===== src/design/ffsa_pkg.sv =====
package ffsa_pkg;

    localparam int FREE_ENTRIES_DEF = 16;
    localparam int OFF_W            = 17;
    localparam int LEN_W            = 16;
    localparam int CFG_W            = 14;
    localparam int APB_AW           = 3;
    localparam int APB_DW           = 32;

    typedef enum logic [1:0] {
        OP_ALLOC     = 2'd0,
        OP_FREE      = 2'd1,
        OP_FRAME_RST = 2'd2,
        OP_NOP       = 2'd3
    } op_t;

    typedef enum logic [1:0] {
        ST_OK       = 2'd0,
        ST_BAD_SIZE = 2'd1,
        ST_FULL     = 2'd2
    } status_t;

    typedef enum logic [2:0] {
        S_IDLE,
        S_SCAN,
        S_UPDATE,
        S_SHIFT,
        S_INSERT
    } state_t;

    typedef struct packed {
        logic [OFF_W-1:0] off;
        logic [LEN_W-1:0] len;
    } ext_t;

endpackage


===== src/design/ffsa_ram.sv =====
module ffsa_ram #(
    parameter int DEPTH = ffsa_pkg::FREE_ENTRIES_DEF
) (
    input  logic                     clk,
    input  logic                     we,
    input  logic [$clog2(DEPTH)-1:0] waddr,
    input  ffsa_pkg::ext_t           wdata,
    input  logic [$clog2(DEPTH)-1:0] raddr,
    output ffsa_pkg::ext_t           rdata
);
    import ffsa_pkg::*;

    ext_t mem [DEPTH];
    ext_t rdata_reg;

    always_ff @(posedge clk)
    begin
        if (we)
        begin
            mem[waddr] <= wdata;
        end
        rdata_reg <= mem[raddr];
    end

    assign rdata = rdata_reg;

endmodule


===== src/design/ffsa_cfg.sv =====
module ffsa_cfg (
    input  logic                         clk,
    input  logic                         rst_n,
    input  logic                         psel,
    input  logic                         penable,
    input  logic                         pwrite,
    input  logic [ffsa_pkg::APB_AW-1:0]  paddr,
    input  logic [ffsa_pkg::APB_DW-1:0]  pwdata,
    output logic [ffsa_pkg::APB_DW-1:0]  prdata,
    output logic                         pready,
    output logic [ffsa_pkg::CFG_W-1:0]   frame_base
);
    import ffsa_pkg::*;

    logic [CFG_W-1:0] base_reg;
    logic [CFG_W-1:0] base_next;
    logic             hit;

    assign hit = (paddr[APB_AW-1:2] == '0);

    always_comb
    begin
        base_next = base_reg;
        if (psel && penable && pwrite && hit)
        begin
            base_next = pwdata[CFG_W-1:0];
        end
    end

    always_ff @(posedge clk or negedge rst_n)
    begin
        if (!rst_n)
        begin
            base_reg <= '0;
        end
        else
        begin
            base_reg <= base_next;
        end
    end

    assign prdata     = hit ? {{(APB_DW-CFG_W){1'b0}}, base_reg} : '0;
    assign pready     = 1'b1;
    assign frame_base = base_reg;

endmodule


===== src/design/ffsa_ctrl.sv =====
module ffsa_ctrl #(
    parameter int FREE_ENTRIES = ffsa_pkg::FREE_ENTRIES_DEF
) (
    input  logic                                clk,
    input  logic                                rst_n,
    input  logic                                start,
    output logic                                busy,
    input  logic [1:0]                          opcode,
    input  logic [ffsa_pkg::LEN_W-1:0]          slot_size,
    input  logic signed [ffsa_pkg::OFF_W-1:0]   slot_offset,
    input  logic [ffsa_pkg::CFG_W-1:0]          frame_base,
    output logic                                mem_we,
    output logic [$clog2(FREE_ENTRIES)-1:0]     mem_waddr,
    output ffsa_pkg::ext_t                      mem_wdata,
    output logic [$clog2(FREE_ENTRIES)-1:0]     mem_raddr,
    input  ffsa_pkg::ext_t                      mem_rdata,
    output logic                                done,
    output logic signed [ffsa_pkg::OFF_W-1:0]   granted_offset,
    output logic [1:0]                          status,
    output logic signed [ffsa_pkg::OFF_W-1:0]   low_water
);
    import ffsa_pkg::*;

    localparam int IW = $clog2(FREE_ENTRIES);
    localparam int CW = $clog2(FREE_ENTRIES + 1);
    localparam logic [CW-1:0] FULL_CNT = CW'(FREE_ENTRIES);

    state_t                  state_reg, state_next;
    op_t                     op_reg, op_next;
    logic [LEN_W-1:0]        size_reg, size_next;
    logic signed [OFF_W-1:0] off_reg, off_next;
    logic [CW-1:0]           count_reg, count_next;
    logic signed [OFF_W-1:0] lw_reg, lw_next;
    logic [CW-1:0]           ptr_reg, ptr_next;
    logic                    pend_reg, pend_next;
    logic                    found_reg, found_next;
    logic [CW-1:0]           hit_idx_reg, hit_idx_next;
    ext_t                    ent_reg, ent_next;
    logic [IW-1:0]           src_reg, src_next;
    logic [IW-1:0]           dst_reg, dst_next;
    logic [CW-1:0]           rem_reg, rem_next;
    logic                    up_reg, up_next;
    logic                    done_reg, done_next;
    logic signed [OFF_W-1:0] granted_reg, granted_next;
    status_t                 status_reg, status_next;

    logic                    scan_hit;
    logic [OFF_W:0]          free_end;
    logic [LEN_W:0]          len_sum;
    logic                    can_merge;
    logic signed [OFF_W-1:0] lw_sub;

    assign scan_hit = (op_reg == OP_ALLOC) ? (mem_rdata.len >= size_reg)
                                           : ($signed(mem_rdata.off) > off_reg);
    assign free_end  = {off_reg[OFF_W-1], off_reg} + {2'b00, size_reg};
    assign len_sum   = {1'b0, ent_reg.len} + {1'b0, size_reg};
    assign can_merge = found_reg && (free_end == {ent_reg.off[OFF_W-1], ent_reg.off})
                       && !len_sum[LEN_W];
    assign lw_sub    = lw_reg - $signed({1'b0, size_reg});

    always_ff @(posedge clk or negedge rst_n)
    begin
        if (!rst_n)
        begin
            state_reg <= S_IDLE;
            count_reg <= '0;
            lw_reg    <= '0;
            pend_reg  <= 1'b0;
            done_reg  <= 1'b0;
        end
        else
        begin
            state_reg <= state_next;
            count_reg <= count_next;
            lw_reg    <= lw_next;
            pend_reg  <= pend_next;
            done_reg  <= done_next;
        end
    end

    always_ff @(posedge clk)
    begin
        op_reg      <= op_next;
        size_reg    <= size_next;
        off_reg     <= off_next;
        ptr_reg     <= ptr_next;
        found_reg   <= found_next;
        hit_idx_reg <= hit_idx_next;
        ent_reg     <= ent_next;
        src_reg     <= src_next;
        dst_reg     <= dst_next;
        rem_reg     <= rem_next;
        up_reg      <= up_next;
        granted_reg <= granted_next;
        status_reg  <= status_next;
    end

    always_comb
    begin
        state_next   = state_reg;
        op_next      = op_reg;
        size_next    = size_reg;
        off_next     = off_reg;
        count_next   = count_reg;
        lw_next      = lw_reg;
        ptr_next     = ptr_reg;
        pend_next    = pend_reg;
        found_next   = found_reg;
        hit_idx_next = hit_idx_reg;
        ent_next     = ent_reg;
        src_next     = src_reg;
        dst_next     = dst_reg;
        rem_next     = rem_reg;
        up_next      = up_reg;
        done_next    = 1'b0;
        granted_next = granted_reg;
        status_next  = status_reg;
        mem_we       = 1'b0;
        mem_waddr    = hit_idx_reg[IW-1:0];
        mem_wdata    = ent_reg;
        mem_raddr    = ptr_reg[IW-1:0];

        unique case (state_reg)
            S_IDLE:
            begin
                if (start)
                begin
                    op_next      = op_t'(opcode);
                    size_next    = slot_size;
                    off_next     = slot_offset;
                    granted_next = '0;
                    status_next  = ST_OK;
                    unique case (op_t'(opcode)) inside
                        OP_ALLOC, OP_FREE:
                        begin
                            if (slot_size == '0 || slot_size[1:0] != 2'b00)
                            begin
                                status_next = ST_BAD_SIZE;
                                done_next   = 1'b1;
                            end
                            else
                            begin
                                ptr_next   = '0;
                                pend_next  = 1'b0;
                                state_next = S_SCAN;
                            end
                        end
                        OP_FRAME_RST:
                        begin
                            lw_next   = {{(OFF_W-CFG_W){frame_base[CFG_W-1]}}, frame_base};
                            done_next = 1'b1;
                        end
                        default:
                        begin
                            done_next = 1'b1;
                        end
                    endcase
                end
            end

            // one read issued per cycle, data checked in the next cycle
            S_SCAN:
            begin
                if (pend_reg && scan_hit)
                begin
                    found_next   = 1'b1;
                    hit_idx_next = ptr_reg - 1'b1;
                    ent_next     = mem_rdata;
                    pend_next    = 1'b0;
                    state_next   = S_UPDATE;
                end
                else if (ptr_reg < count_reg)
                begin
                    ptr_next  = ptr_reg + 1'b1;
                    pend_next = 1'b1;
                end
                else
                begin
                    found_next   = 1'b0;
                    hit_idx_next = count_reg;
                    pend_next    = 1'b0;
                    state_next   = S_UPDATE;
                end
            end

            S_UPDATE:
            begin
                if (op_reg == OP_ALLOC)
                begin
                    if (found_reg)
                    begin
                        granted_next = $signed(ent_reg.off);
                        if (ent_reg.len == size_reg)
                        begin
                            src_next   = IW'(hit_idx_reg + 1'b1);
                            rem_next   = count_reg - 1'b1 - hit_idx_reg;
                            up_next    = 1'b0;
                            state_next = S_SHIFT;
                        end
                        else
                        begin
                            mem_we        = 1'b1;
                            mem_wdata.off = ent_reg.off + {1'b0, size_reg};
                            mem_wdata.len = ent_reg.len - size_reg;
                            done_next     = 1'b1;
                            state_next    = S_IDLE;
                        end
                    end
                    else
                    begin
                        lw_next      = lw_sub;
                        granted_next = lw_sub;
                        done_next    = 1'b1;
                        state_next   = S_IDLE;
                    end
                end
                else if (can_merge)
                begin
                    mem_we        = 1'b1;
                    mem_wdata.off = off_reg;
                    mem_wdata.len = len_sum[LEN_W-1:0];
                    done_next     = 1'b1;
                    state_next    = S_IDLE;
                end
                else if (count_reg == FULL_CNT)
                begin
                    status_next = ST_FULL;
                    done_next   = 1'b1;
                    state_next  = S_IDLE;
                end
                else
                begin
                    src_next   = IW'(count_reg - 1'b1);
                    rem_next   = count_reg - hit_idx_reg;
                    up_next    = 1'b1;
                    state_next = S_SHIFT;
                end
            end

            // move entries one place up or down, read ahead of write
            S_SHIFT:
            begin
                mem_raddr = src_reg;
                if (pend_reg)
                begin
                    mem_we    = 1'b1;
                    mem_waddr = dst_reg;
                    mem_wdata = mem_rdata;
                end
                if (rem_reg != '0)
                begin
                    pend_next = 1'b1;
                    dst_next  = up_reg ? src_reg + 1'b1 : src_reg - 1'b1;
                    src_next  = up_reg ? src_reg - 1'b1 : src_reg + 1'b1;
                    rem_next  = rem_reg - 1'b1;
                end
                else
                begin
                    pend_next = 1'b0;
                    if (up_reg)
                    begin
                        state_next = S_INSERT;
                    end
                    else
                    begin
                        count_next = count_reg - 1'b1;
                        done_next  = 1'b1;
                        state_next = S_IDLE;
                    end
                end
            end

            S_INSERT:
            begin
                mem_we        = 1'b1;
                mem_wdata.off = off_reg;
                mem_wdata.len = size_reg;
                count_next    = count_reg + 1'b1;
                done_next     = 1'b1;
                state_next    = S_IDLE;
            end

            default:
            begin
                state_next = S_IDLE;
            end
        endcase
    end

    assign busy           = (state_reg != S_IDLE);
    assign done           = done_reg;
    assign granted_offset = granted_reg;
    assign status         = status_reg;
    assign low_water      = lw_reg;

    a_count_bound: assert property (@(posedge clk) disable iff (!rst_n)
        count_reg <= FULL_CNT)
        else $error("free table count beyond capacity");

    a_count_at_done: assert property (@(posedge clk) disable iff (!rst_n)
        !$stable(count_reg) |-> done_reg)
        else $error("table count changed outside item completion");

    a_no_write_in_scan: assert property (@(posedge clk) disable iff (!rst_n)
        (state_reg == S_IDLE || state_reg == S_SCAN) |-> !mem_we)
        else $error("table write during idle or scan");

    a_start_progress: assert property (@(posedge clk) disable iff (!rst_n)
        start && !busy |=> busy || done_reg)
        else $error("accepted item neither running nor completed");

endmodule


===== src/design/first_fit_stack_slot_allocator.sv =====
// First-fit stack slot allocator.
// Input channel: opcode, slot_size and slot_offset are taken at a rising
// edge where start is high and busy is low. One result per item: done is high
// for exactly one cycle with granted_offset, status and low_water; the
// receiver must take it in that cycle (no backpressure).
// Configuration: APB write to byte address 0 sets frame_base_offset (14-bit
// signed), restored into the mark by a frame-reset item. Write only when idle.
// Sequence: rejected items, frame resets and no-ops: done in the cycle after
// the start edge. Allocate/free: scan of the free-extent RAM at one entry per
// cycle, an update state, then for an exact-fit removal or an insert a shift
// of the tail at one entry per cycle through the single RAM write port, then
// the insert state for an insert, and done. The worst case is a free inserted
// at the head of a table one entry short of full. A new item may start in the
// done cycle.
// Reset: count of free extents zero, low-water mark zero, config zero.
// RAM contents are not cleared; only entries below the count are used.
module first_fit_stack_slot_allocator #(
    parameter int FREE_ENTRIES = ffsa_pkg::FREE_ENTRIES_DEF
) (
    input  logic                               clk,
    input  logic                               rst_n,
    input  logic                               start,
    output logic                               busy,
    input  logic [1:0]                         opcode,
    input  logic [ffsa_pkg::LEN_W-1:0]         slot_size,
    input  logic signed [ffsa_pkg::OFF_W-1:0]  slot_offset,
    output logic                               done,
    output logic signed [ffsa_pkg::OFF_W-1:0]  granted_offset,
    output logic [1:0]                         status,
    output logic signed [ffsa_pkg::OFF_W-1:0]  low_water,
    input  logic                               psel,
    input  logic                               penable,
    input  logic                               pwrite,
    input  logic [ffsa_pkg::APB_AW-1:0]        paddr,
    input  logic [ffsa_pkg::APB_DW-1:0]        pwdata,
    output logic [ffsa_pkg::APB_DW-1:0]        prdata,
    output logic                               pready
);
    import ffsa_pkg::*;

    localparam int IW = $clog2(FREE_ENTRIES);

    logic [CFG_W-1:0] frame_base;
    logic             mem_we;
    logic [IW-1:0]    mem_waddr;
    logic [IW-1:0]    mem_raddr;
    ext_t             mem_wdata;
    ext_t             mem_rdata;

    ffsa_cfg u_cfg (
        .clk        (clk),
        .rst_n      (rst_n),
        .psel       (psel),
        .penable    (penable),
        .pwrite     (pwrite),
        .paddr      (paddr),
        .pwdata     (pwdata),
        .prdata     (prdata),
        .pready     (pready),
        .frame_base (frame_base)
    );

    ffsa_ram #(
        .DEPTH (FREE_ENTRIES)
    ) u_ram (
        .clk   (clk),
        .we    (mem_we),
        .waddr (mem_waddr),
        .wdata (mem_wdata),
        .raddr (mem_raddr),
        .rdata (mem_rdata)
    );

    ffsa_ctrl #(
        .FREE_ENTRIES (FREE_ENTRIES)
    ) u_ctrl (
        .clk            (clk),
        .rst_n          (rst_n),
        .start          (start),
        .busy           (busy),
        .opcode         (opcode),
        .slot_size      (slot_size),
        .slot_offset    (slot_offset),
        .frame_base     (frame_base),
        .mem_we         (mem_we),
        .mem_waddr      (mem_waddr),
        .mem_wdata      (mem_wdata),
        .mem_raddr      (mem_raddr),
        .mem_rdata      (mem_rdata),
        .done           (done),
        .granted_offset (granted_offset),
        .status         (status),
        .low_water      (low_water)
    );

endmodule

===== config.mk =====
export PLATFORM = sky130hd
export DESIGN_NAME = first_fit_stack_slot_allocator
export DESIGN_NICKNAME = d
export VERILOG_FILES = /design/src/design/ffsa_pkg.sv /design/src/design/ffsa_ram.sv /design/src/design/ffsa_cfg.sv /design/src/design/ffsa_ctrl.sv /design/src/design/first_fit_stack_slot_allocator.sv
export SDC_FILE = /design/constraint.sdc
export NUM_CORES = 1
export LEC_CHECK = 0
export ABC_AREA = 1
export BUFFER_PORTS_ARGS = -buffer_cell sky130_fd_sc_hd__buf_2
export CORE_MARGIN = 3
export CORE_UTILIZATION = 33
export CTS_CLUSTER_DIAMETER = 150
export DETAILED_ROUTE_END_ITERATION = 8
export HOLD_SLACK_MARGIN = 0.02
export PLACE_DENSITY = 0.59
export SETUP_SLACK_MARGIN = 0.02
export SYNTH_ARGS = -nofsm -noshare
export SYNTH_HDL_FRONTEND = slang
export SYNTH_SLANG_ARGS = --single-unit
export TNS_END_PERCENT = 100

===== constraint.sdc =====
create_clock -name clk -period 10.3 [get_ports clk]
set_input_delay 1.545 -clock clk [delete_from_list [all_inputs] [get_ports clk]]
set_output_delay 1.545 -clock clk [all_outputs]
set_load 0.005 [all_outputs]

# Word level (Yosys, flattened, before mapping)
# Memories as Yosys holds them, arrays and structs flattened. A register that Yosys moved wholly into a read port is not among the register bits.
# Cells that the tools add are included.
[word_totals]
ff_bits = 153
ram_bits = 528
n_memories = 1
[op_classes]
bitwise = 1
magnitude_cmp = 3
addsub = 15
muxes = 98
n_eq_ne = 33
reduce_logical = 34
[mem_list]
columns = ["memory", "words", "width", "rd", "rd_ports_with_merged_regs", "wr", "line_no", "source"]
rows = [
  ["u_ram.mem", 16, 33, 1, 1, 1, "ffsa_ram.sv:13", "ext_t mem [DEPTH];"],
]
[op_table]
columns = ["operator", "count"]
rows = [
  ["$mux 33", 5],
  ["$mux 17", 7],
  ["$pmux 33 s3", 1],
  ["$mux 5", 15],
  ["$pmux 17 s2", 2],
  ["$mux 4", 11],
  ["$mux 1", 30],
  ["$pmux 5 s2", 3],
  ["$mux 3", 9],
  ["$ne 2x2->1 const B", 11],
  ["$reduce_and 5->1", 4],
  ["$add 17x17->18", 1],
  ["$eq 18x18->1", 1],
  ["$add 16x16->17", 1],
  ["$add 17x16->17", 1],
  ["$gt 17x17->1", 1],
  ["$sub 17x17->17", 1],
  ["$eq 16x16->1", 1],
  ["$ge 16x16->1", 1],
  ["$logic_not 16->1", 1],
  ["$mux 2", 8],
  ["$ne 2x1->1 const B", 8],
  ["$sub 16x16->16", 1],
  ["$sub 5x1->5 const B", 3],
  ["33 further kinds", 57],
]

# Depth between registers and ports, before layout
[depth]
ltp_word = 9
mapped_depth = 23

# Hierarchy
# Synthesis repeated with hierarchy kept, for this count alone.
[hier_totals]
cells_unflattened = 4213
hier_area_um2 = 37614.8
[by_module_without_submodules]
columns = ["module", "cells_per_inst", "instances", "area_each_um2", "seq_area_each_um2"]
rows = [
  ["ffsa_ram", 2185, 1, 23241.0, 16515.8],
  ["ffsa_ctrl", 1914, 1, 13535.5, 4038.9],
  ["ffsa_cfg", 114, 1, 838.3, 350.3],
]

# Least setup slack after synthesis
# OpenSTA, ideal clock, no wires.
[synth_path]
kind = "input to register"
from = "input port start"
to = "register u_ctrl.lw_reg[7] (netlist: u_ctrl.low_water[7])"
setup_ns = 0.119
slack_ns = 5.179
path_buffers = 1
t_arrival_ns = 5.002
path_stages = 9
required_time_ns = 10.181
cell_sequence = "inv_1 nor2_1 nor2_1 nor2_1 nand3_1 clkbuf_1 a21oi_1 o21ai_0 o21a_1"
[synth_between]
elab_chain_cells = 2
[synth_lines]
columns = ["item", "line_no", "source"]
rows = [
  ["from (decl)", "first_fit_stack_slot_allocator.sv:22", "input logic start,"],
  ["$ne 2x2->1 (no line)", "--", ""],
  ["$reduce_and 5->1 (no line)", "--", ""],
  ["to (signal assigned)", "ffsa_ctrl.sv:75", "lw_reg <= lw_next;"],
  ["to (decl)", "ffsa_ctrl.sv:33", "logic signed [OFF_W-1:0] lw_reg, lw_next;"],
]
# Every way passes these cells.
# A chain may end at the register's enable or synchronous reset.

# Worst setup path in the final report
[layout_path]
from = "register u_ctrl.size_reg[1]"
to = "memory u_ram.mem[13][27] in the netlist's numbering (enable)"
[layout_between]
elab_chain_cells = 9
[layout_lines]
columns = ["item", "line_no", "source"]
rows = [
  ["from (decl)", "ffsa_ctrl.sv:30", "logic [LEN_W-1:0] size_reg, size_next;"],
  ["from (signal assigned)", "ffsa_ctrl.sv:84", "size_reg <= size_next;"],
  ["$add 17x17->18", "ffsa_ctrl.sv:55", "assign free_end = {off_reg[OFF_W-1], off_reg} + {2'b00, size_reg};"],
  ["$eq 18x18->1", "ffsa_ctrl.sv:57", "assign can_merge = found_reg && (free_end == {ent_reg.off[OFF_W-1], ent_reg.off})"],
  ["$logic_and 1x1->1", "ffsa_ctrl.sv:57", ""],
  ["$logic_and 1x1->1", "ffsa_ctrl.sv:58", "&& !len_sum[LEN_W];"],
  ["$mux 1", "ffsa_ctrl.sv:217", "else if (can_merge)"],
  ["$mux 1 (*)", "ffsa_ctrl.sv:188", "if (op_reg == OP_ALLOC)"],
  ["$pmux 1 s3 (*)", "ffsa_ctrl.sv:123", "unique case (state_reg)"],
  ["$mux 1 (*)", "ffsa_ram.sv:18", "if (we)"],
  ["$mux 1 (not written as such) (*)", "ffsa_ram.sv:20", "mem[waddr] <= wdata;"],
  ["to (decl)", "ffsa_ram.sv:13", ""],
]
# Mark *: on every way between the ends. The rest lies on a longest branch, timed or not.

==> flow_metrics.py <==
metrics = {
    "final_layout": {
        "fin_nets": 3774,
        "flip_flop_count_of_the_largest_register_after_layout": 528,
        "multi_input_comb_area_um2": 12600,
        "instances_no_fill": 5017,
        "fillCellCount": 10300,
        "areaGrowthSynthToFinish_pct": 13.4,
        "layout.area.seq_um2": 20900,
        "layout-drive-gt1-share": 0.0919,
    },
    "placed_design": {
        "port_buffers": 107,
        "placed_cells": 4877,
        "gp_congestion": 0.931,
        "place.detailed.hpwl_um": 61800,
    },
    "pwr": {
        "power.sequential.fraction": 0.354,
        "internal-power_w": 0.00700,
        "clock_power_share": 0.235,
        "share_comb_of_total_power": 0.411,
        "vdd.ir_drop.worst_uv": 315,
        "pwr_cell_area_nw_per_um2": 297,
        "power.switching_fraction": 0.410,
        "total_leakage_power_nw": 15.1,
        "power.switching_w": 0.00486,
    },
    "floorplan": {
        "fp-row-count": 119,
        "die-height_um": 333,
        "design.core.area_um2": 106000,
        "num_io_pins": 147,
        "start_util": 0.334,
        "fp.dieArea_um2": 111000,
        "dieWidth_um": 333,
    },
    "drt": {
        "route.vias.total": 26000,
        "routed_wl_um": 99400,
        "remaining_drc_errors": 0,
        "dr.pass1.iters": 6,
        "antenna_left": 0,
        "detail_route.wl_per_cell_um": 19.8,
        "drt_first_iter_violations": 2584,
        "detail_route.vias_per_cell": 5.17,
    },
    "sta": {
        "finalSetupViolCount": 0,
        "finalWorstPathRequiredPeriod_ns": 5.40,
        "maxClockFrequency_ghz": 0.185,
        "slew_headroom": 0.115,
        "fin_setup_tns_ns": 0,
        "timing_max_transition_violations_final": 0,
        "hold_slack_ns": 0.470,
        "grt_setup_unrepaired": "false",
        "skew_ns": 0.0353,
        "fin_crit_sh": 0.525,
        "worstMarginPinSlew_ns": 1.33,
        "finalHoldViolations": 0,
    },
    "job": {
        "drv_cap": 0,
    },
    "logic_synthesis": {
        "synth.ff_latch_count": 714,
        "dominantRegCellSynth": "edfxtp_1",
        "synth_async_sr_flop_share": 0.0574,
        "ys_seq_area_frac": 0.593,
        "synth_area_um2": 35200,
        "synth_enable_flop_cells": 640,
        "synthCells": 3492,
        "post_synth_num_cell_types": 56,
        "synth-warning-count": 0,
        "postSynthAreaPerCell_um2": 10.1,
    },
    "cts": {
        "cts_hold_repair.buffers": 0,
        "post-cts-setup-buffers": 0,
        "clock-sinks": 714,
        "cts-resized-gates": 0,
        "root_buffer_cell": "clkbuf_16",
        "cts_tree": "done",
        "worstSkewPairLatency_ns": 0.64,
        "clock_tree.buffer_depth": 3,
        "clk_pin_slew_ns": 0.06,
        "cts_inserted_buffers": 76,
        "htree_levels": 3,
    },
    "critical_path": {
        "cpMaxStageDelayCell": "edfxtp_1",
        "critical_path.cell_chain": "inv_1 > fa_1 > nor2_1 > nor2_1 > nand3_1 > nor2_1 > nand2_1 > nor2_1 > nand3_1 > nor2_1 > nand3_1 > nor2_4 > buf_4 > nand3_4 > clkinv_2 > nand2_2 > nand2_4 > nand2_1 > nor2_4 > buf_4",
        "critPathLaunchType": "flop",
        "timing.critical_path.buf_inv": 4,
        "cp_data_required_time_ns": 10.55,
        "critical_path.top_delay_family": "simple AND/OR/NAND/NOR gates",
        "path_max_fanout": 36,
        "criticalPathCategory": "reg -> reg",
        "worstPathArrival_ns": 5.66,
        "crit_path_end_kind": "flop",
        "slowest_stage_delay_cp_ns": 0.66,
        "most_numerous_cell_on_the_critical_path": "nor2_1",
    },
    "global_routing": {
        "global_route.usage.total": 0.174,
        "global_route.overflow_total": 0,
        "grt_pass1_wl_um": 150000,
        "vias_in_the_first_global_route": 24300,
        "initial_antenna_violation_count": 0,
        "grt_max_degree": 185,
    },
    "outcome": {
        "run_status": "completed",
    },
    "hold_path": {
        "hold_class": "reg -> reg",
    },
}
-- metrics by stage --
step                      power (W)   util  cell area [um^2]  setup WS (ns)
final                        0.0119  0.379             40000           4.90
after global routing         0.0127  0.379             40000           4.67
after CTS                    0.0119  0.379             40000           4.95
after detailed placement    0.00909  0.354             37400           4.97
after global placement      0.00905  0.354             37400           4.98
after floorplan             0.00743      -             35300           5.18
-- final cells by class --
type                            count  share of cell area
Tap cell                         1391              0.0436
Clock inverter                     26             0.00911
Sequential cell                   714               0.523
Clock buffer                      113              0.0551
Antenna cell                        1           0.0000626
Timing Repair Buffer              170              0.0259
Multi-Input combinational cell   2315               0.316
Inverter                          287              0.0272
-- placed cells by master (no fill, tap or decap), drive strengths merged, types with 6 or more instances in the layout --
| cell type | n |
|---|---|
| bufinv | 6 |
| o211ai | 76 |
| a211oi | 6 |
| o21ai | 447 |
| nand4 | 51 |
| o32ai | 37 |
| xor2 | 54 |
| o2111ai | 8 |
| a21oi | 162 |
| ha | 128 |
| buf | 170 |
| nand2 | 455 |
| clkinv | 19 |
| nor2 | 567 |
| nand3 | 117 |
| o22ai | 8 |
| o21a | 6 |
| fa | 6 |
| conb | 19 |
| dfxtp | 33 |
| inv | 286 |
| o221ai | 30 |
| dfrtp | 41 |
| xnor2 | 21 |
| edfxtp | 640 |
| nor3 | 48 |
| clkbuf | 113 |
| a21o | 6 |
| a22oi | 27 |
-- power by group through the flow --
stage,registers (W),clock network (W),logic [W]
after CTS,0.00419,0.00285,0.00486
final,0.00420,0.00278,0.00488
after floorplan,0.00410,0,0.00332
after detailed placement,0.00425,0,0.00484
after global placement,0.00424,0,0.00481
after global routing,0.00423,0.00296,0.00547
-- worst register-to-register path, delay by kind of cell, from the launching register on --
kind / cells / cell delay, ns
simple gates: 15 / 2.10
buf+inv: 4 / 1.61
flops: 1 / 0.66
fa+ha+maj: 1 / 0.63
-- cells by family after synthesis --
| kind of cell | count (synthesis) | synth area share |
|---|---|---|
| flops | 714 | 0.593 |
| fa+ha+maj | 134 | 0.0489 |
| buf+inv | 480 | 0.0552 |
| xor+xnor | 75 | 0.0186 |
| compound gates | 832 | 0.137 |
| mux | 1 | 0.000284 |
| simple gates | 1254 | 0.146 |
| other cells | 2 | 0.000213 |
-- metal layers --
metal	vias to the layer above	global-route usage	wire, um
met4	0	0.0535	2480
met1	12500	0.243	44600
met3	151	0.0237	6370
met2	886	0.283	45900
li1	12400	-	-
met5	-	0	0
-- synthesized netlist by cell type (7+ instances only) --
master,count,share of area
buf_2,24,0.0034
nor3_1,47,0.0067
o21ai_1,9,0.0013
a21oi_1,161,0.023
o221ai_1,30,0.0075
o211ai_1,76,0.016
buf_4,22,0.0047
xor2_1,54,0.013
o2111ai_1,8,0.0020
edfxtp_1,640,0.55
inv_1,276,0.029
o32ai_1,37,0.0092
dfxtp_1,33,0.019
nand4_1,51,0.0091
a22oi_1,27,0.0058
nand2_2,7,0.0012
nand2_1,447,0.048
xnor2_1,21,0.0052
dfrtp_1,41,0.029
o22ai_1,8,0.0014
nor2_1,564,0.060
o21ai_0,438,0.062
nand3_1,114,0.016
clkbuf_1,139,0.015
ha_1,128,0.045
-- worst paths after layout --
kind	from	to	slack, ns	cells past startpoint
hold / removal	u_ram.rdata[12]	u_ctrl.ent_reg[12]	0.47	0
max in group asynchronous	rst_n	u_ctrl.pend_reg	8.60	1
hold reg to reg	u_ram.rdata[12]	u_ctrl.ent_reg[12]	0.47	0
min in group asynchronous	rst_n	u_ctrl.low_water[12]	1.06	1
setup reg to reg	u_ctrl.size_reg[1]	u_ram.mem[13][27]	4.90	20
setup / recovery	u_ctrl.size_reg[1]	u_ram.mem[13][27]	4.90	20
(Power assumes the default switching activity.)
